**src/rtl/assert_macros.svh**
```systemverilog
// Assertion helpers for the clock unit. Every check samples on the rising
// edge of clk_i and is held off while rst_ni is low.
`ifndef ASSERT_MACROS_SVH
`define ASSERT_MACROS_SVH

// Checks a property at every clock edge outside reset.
`define BSTOD_ASSERT(label, prop, msg) \
  label: assert property (@(posedge clk_i) disable iff (!rst_ni) prop) else $error(msg);

// Checks that a property holds in the cycle after a trigger.
`define BSTOD_ASSERT_NEXT(label, trig, prop, msg) \
  `BSTOD_ASSERT(label, (trig) |=> (prop), msg)

`endif

```
**src/rtl/bstod_pkg.sv**
```systemverilog
package bstod_pkg;

  // Number of multiplex phases; the counter runs 0 to PHASE_COUNT-1.
  localparam int PHASE_COUNT = 8;
  // The counter is never narrower than the 3-bit phase output.
  localparam int PhaseW = (PHASE_COUNT > 8) ? $clog2(PHASE_COUNT) : 3;

  localparam int LimitW = 8;
  localparam int SecW   = 6;
  localparam int MinW   = 7;
  localparam int HourW  = 5;

  localparam logic [LimitW-1:0] LIMIT_RESET = LimitW'(100);
  localparam logic [PhaseW-1:0] PHASE_LAST  = PhaseW'(PHASE_COUNT - 1);
  localparam logic [SecW-1:0]   SEC_WRAP    = SecW'(60);
  localparam logic [MinW-1:0]   MIN_WRAP    = MinW'(60);
  localparam logic [MinW-1:0]   MIN_TEN     = MinW'(10);
  localparam logic [HourW-1:0]  HOUR_WRAP   = HourW'(24);

  typedef struct packed {
    logic [PhaseW-1:0] phase;
    logic [LimitW-1:0] prescale;
    logic [SecW-1:0]   sec;
    logic [MinW-1:0]   min;
    logic [HourW-1:0]  hour;
    logic              lock;
  } clk_state_t;

  typedef struct packed {
    logic hour;
    logic min_ten;
    logic min_one;
  } buttons_t;

endpackage

```
**src/rtl/button_set_time_of_day_clock_unit.sv**
```systemverilog
// A tick beat passes from the input register into the clock state registers.
// Throughput: one tick per cycle unless out_stall_i holds back a waiting result;
// the input register feeds the tick logic, whose result loads the clock state
// registers that drive the outputs.
// Reset: rst_ni clears the clock state, the lock and both valid flags and
// sets limit_q to 100; it acts at once, without a clock.
module button_set_time_of_day_clock_unit import bstod_pkg::*; (
  input  logic              clk_i,
  input  logic              rst_ni,
  input  logic              cfg_valid_i,
  output logic              cfg_ready_o,
  input  logic [LimitW-1:0] cfg_data_i,
  input  logic              in_valid_i,
  output logic              in_stall_o,
  input  logic              btn_hour_i,
  input  logic              btn_min_ten_i,
  input  logic              btn_min_one_i,
  output logic              out_valid_o,
  input  logic              out_stall_i,
  output logic [HourW-1:0]  hours_o,
  output logic [5:0]        minutes_out_o,
  output logic [SecW-1:0]   seconds_out_o,
  output logic [2:0]        phase_o
);

  `include "assert_macros.svh"

  // The limit register. Writes must arrive only while the unit is idle; the
  // block does not enforce this, and the port can always take them.
  logic [LimitW-1:0] limit_q;

  assign cfg_ready_o = 1'b1;

  always_ff @(posedge clk_i or negedge rst_ni) begin
    if (!rst_ni) begin
      limit_q <= LIMIT_RESET;
    end else if (cfg_valid_i) begin
      limit_q <= cfg_data_i;
    end
  end

  // Input register. It holds one tick beat; it moves on into the result
  // stage whenever that stage is empty or its beat is being taken.
  logic     s1_valid_q;
  buttons_t s1_btn_q;
  logic     res_valid_q;
  logic     res_load;
  logic     s1_load;

  assign res_load   = s1_valid_q && (!res_valid_q || !out_stall_i);
  assign in_stall_o = s1_valid_q && !res_load;
  assign s1_load    = in_valid_i && !in_stall_o;

  always_ff @(posedge clk_i or negedge rst_ni) begin
    if (!rst_ni) begin
      s1_valid_q <= 1'b0;
    end else if (s1_load || res_load) begin
      s1_valid_q <= s1_load;
    end
  end

  always_ff @(posedge clk_i) begin
    if (s1_load) begin
      s1_btn_q <= '{hour: btn_hour_i, min_ten: btn_min_ten_i, min_one: btn_min_one_i};
    end
  end

  // Clock state. It changes only when a tick beat enters the result stage,
  // so while a result waits the state registers double as the result
  // register and the outputs hold.
  clk_state_t state_q, state_d;

  bstod_tick u_tick (
    .state_i (state_q),
    .btn_i   (s1_btn_q),
    .limit_i (limit_q),
    .state_o (state_d)
  );

  always_ff @(posedge clk_i or negedge rst_ni) begin
    if (!rst_ni) begin
      state_q     <= '0;
      res_valid_q <= 1'b0;
    end else begin
      if (res_load) begin
        state_q <= state_d;
      end
      if (res_load || !out_stall_i) begin
        res_valid_q <= res_load;
      end
    end
  end

  assign out_valid_o   = res_valid_q;
  assign hours_o       = state_q.hour;
  assign minutes_out_o = state_q.min[5:0];
  assign seconds_out_o = state_q.sec;
  assign phase_o       = state_q.phase[2:0];

  // Terms used by the checks below.
  logic              phase_mid;
  logic [PhaseW-1:0] phase_inc;
  logic              btn_free;
  logic              time_ok;

  assign phase_mid = res_load && (state_q.phase != PHASE_LAST);
  assign phase_inc = state_q.phase + PhaseW'(1);
  assign btn_free  = res_load && (s1_btn_q == '0);
  assign time_ok   = (state_q.hour < HOUR_WRAP) && (state_q.min < MIN_WRAP)
                  && (state_q.sec < SEC_WRAP);

  // The clock state moves only with a tick.
  `BSTOD_ASSERT_NEXT(a_state_hold, !res_load, $stable(state_q), "state moved without a tick")
  // The phase steps by one per tick while below its last value.
  `BSTOD_ASSERT_NEXT(a_phase_step, phase_mid, state_q.phase == $past(phase_inc), "phase skipped")
  // A tick with no button held releases the lock.
  `BSTOD_ASSERT_NEXT(a_lock_release, btn_free, !state_q.lock, "lock held after release")
  // Time of day stays in range.
  `BSTOD_ASSERT(a_time_range, time_ok, "time of day out of range")

endmodule

```
**src/rtl/bstod_tick.sv**
```systemverilog
module bstod_tick import bstod_pkg::*; (
  input  clk_state_t        state_i,
  input  buttons_t          btn_i,
  input  logic [LimitW-1:0] limit_i,
  output clk_state_t        state_o
);

  logic              any_btn;
  logic              add_ten, add_one, add_hour;
  logic [LimitW-1:0] pre_inc;
  logic              sec_tick, sec_carry, min_carry;
  logic [SecW-1:0]   sec_inc;
  logic [MinW-1:0]   min_inc;
  logic [HourW-1:0]  hour_inc;

  always_comb begin
    state_o = state_i;

    state_o.phase = (state_i.phase == PHASE_LAST) ? '0 : state_i.phase + PhaseW'(1);

    // Only one button acts per press; the lock follows whether any is held.
    any_btn  = btn_i.min_ten | btn_i.min_one | btn_i.hour;
    add_ten  = !state_i.lock && btn_i.min_ten;
    add_one  = !state_i.lock && !btn_i.min_ten && btn_i.min_one;
    add_hour = !state_i.lock && !btn_i.min_ten && !btn_i.min_one && btn_i.hour;
    state_o.lock = any_btn;

    pre_inc  = (state_o.phase == PHASE_LAST) ? state_i.prescale + LimitW'(1)
                                             : state_i.prescale;
    sec_tick = (pre_inc == limit_i);
    state_o.prescale = sec_tick ? '0 : pre_inc;

    sec_inc   = state_i.sec + SecW'(sec_tick);
    sec_carry = (sec_inc >= SEC_WRAP);
    state_o.sec = sec_carry ? '0 : sec_inc;

    min_inc = state_i.min + MinW'(add_one) + (add_ten ? MIN_TEN : '0) + MinW'(sec_carry);
    min_carry = (min_inc >= MIN_WRAP);
    state_o.min = min_carry ? '0 : min_inc;

    hour_inc = state_i.hour + HourW'(add_hour) + HourW'(min_carry);
    state_o.hour = (hour_inc >= HOUR_WRAP) ? '0 : hour_inc;
  end

endmodule

```
**config.mk**
```make
export PLATFORM = sky130hd
export DESIGN_NAME = button_set_time_of_day_clock_unit
export DESIGN_NICKNAME = d
export VERILOG_FILES = /design/src/rtl/bstod_pkg.sv /design/src/rtl/button_set_time_of_day_clock_unit.sv /design/src/rtl/bstod_tick.sv
export VERILOG_INCLUDE_DIRS = /design/src /design/src/rtl
export SDC_FILE = /design/constraint.sdc
export NUM_CORES = 1
export LEC_CHECK = 0
export ABC_AREA = 1
export CORE_ASPECT_RATIO = 0.9
export CORE_MARGIN = 2
export CORE_UTILIZATION = 45
export DETAILED_ROUTE_END_ITERATION = 16
export DONT_BUFFER_PORTS = 1
export PLACE_DENSITY = 0.57
export SLEW_MARGIN = 0
export SYNTH_ARGS = -nofsm -noshare
export SYNTH_HDL_FRONTEND = slang
export SYNTH_SLANG_ARGS = --single-unit
```
**constraint.sdc**
```tcl
create_clock -name clk_i -period 12.3 [get_ports clk_i]
set_input_delay 0.615 -clock clk_i [delete_from_list [all_inputs] [get_ports clk_i]]
set_output_delay 0.615 -clock clk_i [all_outputs]
set_load 0.05 [all_outputs]
```
==> flow_results.org <==
** Run status
- The flow ran to the end, and the final reports show no timing, DRC or antenna violations.

** Logic synthesis
- Proportion of synthesized chip area in sequential cells :: 41.49%
- In the synthesized netlist the async set-or-reset flop fraction comes to 93.02%.
- Yosys printed 0 warnings.
- Most common cell in the synthesized netlist :: sky130_fd_sc_hd__nand2_1
- Netlist area before placement :: 0.002639 mm^2
- Post-synthesis compound-gate area fraction :: 5.548%
- Number of synthesized flops with an enable pin :: 3
- Adder-cell area share of the yosys netlist :: 6.543%
- The number of different library cells used by synthesis comes to 30.
- Most common library cells after synthesis :: sky130_fd_sc_hd__nand2_1 (108), sky130_fd_sc_hd__inv_1 (39), sky130_fd_sc_hd__dfrtp_1 (37)
- By area, the combinational part of the netlist is dominated by simple AND/OR/NAND/NOR gates.
- Number of cells produced by synthesis :: 340
- Summing the areas of all and, or, nand and nor instances in the mapped netlist gives 27.74% of the synthesized area.
- Summing the areas of all xor and xnor instances in the mapped netlist gives 5.168% of the synthesized area.
- Mean instance size in the synthesized netlist :: 7.761 um^2
- Flip-flop and latch count after synthesis :: 43
- Of all cell types, the one taking the most synthesized area is sky130_fd_sc_hd__dfrtp_1.
- Multiplexer fraction of the synthesized cell area :: 0.8535%
- Yosys top cell area share :: 35.09%
- In the post-synthesis netlist, the biggest area contributors are sky130_fd_sc_hd__dfrtp_1 (35%), sky130_fd_sc_hd__nand2_1 (15%), sky130_fd_sc_hd__buf_4 (6.0%), sky130_fd_sc_hd__nand3_1 (5.9%), sky130_fd_sc_hd__inv_1 (5.5%).
- When the netlist entered floorplanning its net count stood at 368.
- Among all flip-flop cells after synthesis, the most frequent one is sky130_fd_sc_hd__dfrtp_1.

** GRT
- Entering global routing, the biggest net connects 44 pins.
- Antenna violations before repair :: 0
- The first global-routing pass estimated 8749 um of wire.
- For this run, the total global-route usage over all layers was measured as 16.75%.
- The number of global-route vias before repair came to 1875.
- The total overflow left after global routing is 0.

** Power
- In this run the power density over the cells is 172.5 mW/mm^2.
- Clk network pwr share :: 18.7%
- Leakage dissipation :: 1.345 nW
- Sw power :: 210.8 uW
- Internal power consumption :: 248.9 uW
- The share of total power dissipated in combinational logic is 22.6%.
- Power share of the sequential group :: 58.6%
- Net switching is 45.86% of the power.
- Largest voltage drop on the vdd net :: 0.1111 mV

** Clock network
- Hold buffer count at cts :: 1
- The root buffer cell chosen for the clock tree is sky130_fd_sc_hd__clkbuf_8.
- PostCTS Resize Cnt :: 0
- The H-tree was split into 2 levels.
- Counting the buffers created by CTS gives 5.
- For this design, the sink count on the clock tree is 43.
- CTS clk-pin slew, worst paths :: 0.08 ns
- TritonCTS built the clock tree.
- Post-CTS timing repair inserted 0 buffers for setup.
- The clock passes through at most 2 buffers.
- Later-pin clock latency in the skew report :: 0.29 ns

** Layout
- Layout fillers :: 597
- Final Net Count :: 351
- The number of antenna diodes in the final layout is 0.
- Cells with a size suffix above 1 make up 5.864% of the layout.
- Area added between synthesis and finish :: 0.9959%
- Final cell count without fillers :: 394
- With fillers left out, the area of the finished cells amounts to 0.002665 mm^2.

** Placement
- Gp weighted congestion :: 0.8460
- Once placement finished, the instance area stood at 0.002554 mm^2.
- DP Cell Count :: 384
- The HPWL after detailed placement is 3425 um.
- PortBufs :: 0

** Worst setup path
- Of all nets on the critical path, the largest fanout is 9.
- The most numerous cell type found on the critical path is sky130_fd_sc_hd__nand2_1.
- In this run the critical register-to-register path is launched from phase_o[0]$_DFFE_PN0P_.
- The critical path in this run is classified as flop to flop.
- STA classifies the critical path startpoint as a flop.
- In this design, the stage delay of the slowest critical-path cell is 0.59 ns.
- The slowest stage of the critical path belongs to the cell sky130_fd_sc_hd__dfrtp_1.
- STA classifies the critical path endpoint as a flop.
- CP startpoint :: phase_o[0]$_DFFE_PN0P_
- STA puts the critical path data arrival time at 6.67 ns.
- Required time reported for the critical path endpoint :: 12.48 ns

** STA
- Tmin final :: 6.483 ns
- Final TNS setup :: 0 ns
- For this run, the top clock speed supported by timing is 154.2 MHz.
- For the pin with the worst max-slew slack, the measured transition is 0.8712 ns.
- Hold violation count in the final report :: 0
- Pins over their slew limit :: 0
- Final setup violation count :: 0
- In this run the tightest slew margin relative to its limit is 41.71%.
- Post-route clock period utilization :: 52.71%
- Between clock sinks in the finished design, the worst skew comes to 0.005055 ns.
- RSZ-0062 raised after global routing :: no

** Drt
- Dividing the detail-routed via count by the number of cells gives 4.815.
- Remaining antenna violation count after routing :: 0
- In the detailed route, the total length drawn on met2 is 2017 um.
- In the final routing, the length of wire on met1 measures 2508 um.
- After detailed routing, the number of remaining DRC violations is 0.
- The detailed router finished its first iteration with 91 violations.
- Number of search-and-repair iterations in the first detailed-routing pass :: 4
- Met3 wire length :: 265 um
- Vias post-DR :: 1897
- Routed wirelength normalized by instance count :: 12.29 um
- The routed design has 4841 um of wire.
- Highest routed metal layer :: met4

** Floorplan
- The core region is 0.005660 mm^2.
- After floorplanning, the core was divided into 26 placement rows.
- Initial Util :: 46.62%
- The floorplan step defined a die boundary enclosing 0.006493 mm^2.
- Width of the die :: 84.72 um
- I/O pin count :: 39
- The die is 76.65 um tall.

** Job
- Max Cap Viol :: 0

** Min path
- In this run the worst hold path is classified as input port to async pin.
cell type report:
class	instances	area (um^2)	area share [%]
Sequential cell	43	1095	41.08
Clock inverter	1	5.005	0.1878
Clock buffer	7	76.32	2.864
Inverter	40	150.1	5.634
Timing Repair Buffer	3	37.54	1.408
Tap cell	70	87.58	3.286
Multi-Input combinational cell	230	1214	45.54
cells by family (layout without fill, tap and decap cells):
family | Yosys count | after routing
simple gates | 174 | 174
xor+xnor | 14 | 14
fa+ha+maj | 12 | 12
flops | 43 | 43
other cells | 1 | 1
buf+inv | 67 | 51
mux | 2 | 2
compound gates | 27 | 27
power groups by stage:
stage,Combinational [mW],Clock (mW),Sequential (mW)
2_1_floorplan,0.182,0,0.196
3_3_place_gp,0.100,0,0.273
3_5_place_dp,0.101,0,0.274
4_1_cts,0.105,0.0915,0.271
5_1_grt,0.127,0.0955,0.276
6_report,0.104,0.0861,0.270
worst max-delay path, delay by kind of cell, from the launching register on:
family                     cells  cell delay [ns]
AOI/OAI and AO/OA              4             0.68
and+or+nand+nor               12             1.47
xor gates and xnor gates       4             1.04
DFF                            1             0.59
buffers and inverters          3             0.31
adders and majority gates      8             2.25
cells in the final DEF, fill, tap and decap left out, types with 5 or more instances in the layout:
| cell | n |
|---|---|
| sky130_fd_sc_hd__a21oi_1 | 8 |
| sky130_fd_sc_hd__dfrtp_1 | 37 |
| sky130_fd_sc_hd__o21ai_0 | 13 |
| sky130_fd_sc_hd__xor2_1 | 10 |
| sky130_fd_sc_hd__clkbuf_8 | 5 |
| sky130_fd_sc_hd__nand2_1 | 108 |
| sky130_fd_sc_hd__nor2_1 | 25 |
| sky130_fd_sc_hd__ha_1 | 9 |
| sky130_fd_sc_hd__inv_1 | 39 |
| sky130_fd_sc_hd__nand3_1 | 31 |
stage by stage:
stage	power, mW	hold slack, ns	util (%)	setup slack (ns)
4_1_cts	0.4673	0.004202	46.91	5.717
6_report	0.4597	0.1393	47.08	5.817
5_1_grt	0.4977	0.1317	47.08	5.106
3_5_place_dp	0.3746	0.3205	45.11	5.745
2_1_floorplan	0.3782	0.3194	-	6.943
3_3_place_gp	0.3735	0.3204	45.11	5.839
metal layers:
metal  up-vias  track usage, %
met3         6           5.092
met4         0           5.238
met5         -               0
met2        44           24.80
met1       839           23.50
li1       1008               -
state kept, by name, summed over array words and instances (netlist names):
| signal | cells |
|---|---|
| phase_o | 3 |
| s1_btn_q | 3 |
| hours_o | 5 |
| state_q | 10 |
| seconds_out_o | 6 |
| minutes_out_o | 6 |
| s1_valid_q | 1 |
| limit_q | 8 |
| out_valid_o | 1 |
path summary, 6_finish.rpt:
path / slack, ns / endpoint / cells after the start
setup / recovery: 5.82 / hours_o[2]$_DFFE_PN0P_ / 31
hold / removal: 0.14 / seconds_out_o[1]$_DFFE_PN0P_ / 1
setup reg to reg: 5.82 / hours_o[2]$_DFFE_PN0P_ / 31
hold reg to reg: 0.50 / limit_q[5]$_DFFE_PN1P_ / 2
max in group asynchronous: 11.35 / limit_q[0]$_DFFE_PN0P_ / 1
min in group clk_i: 0.39 / limit_q[2]$_DFFE_PN1P_ / 1
Power figures use the tool's default switching activity.
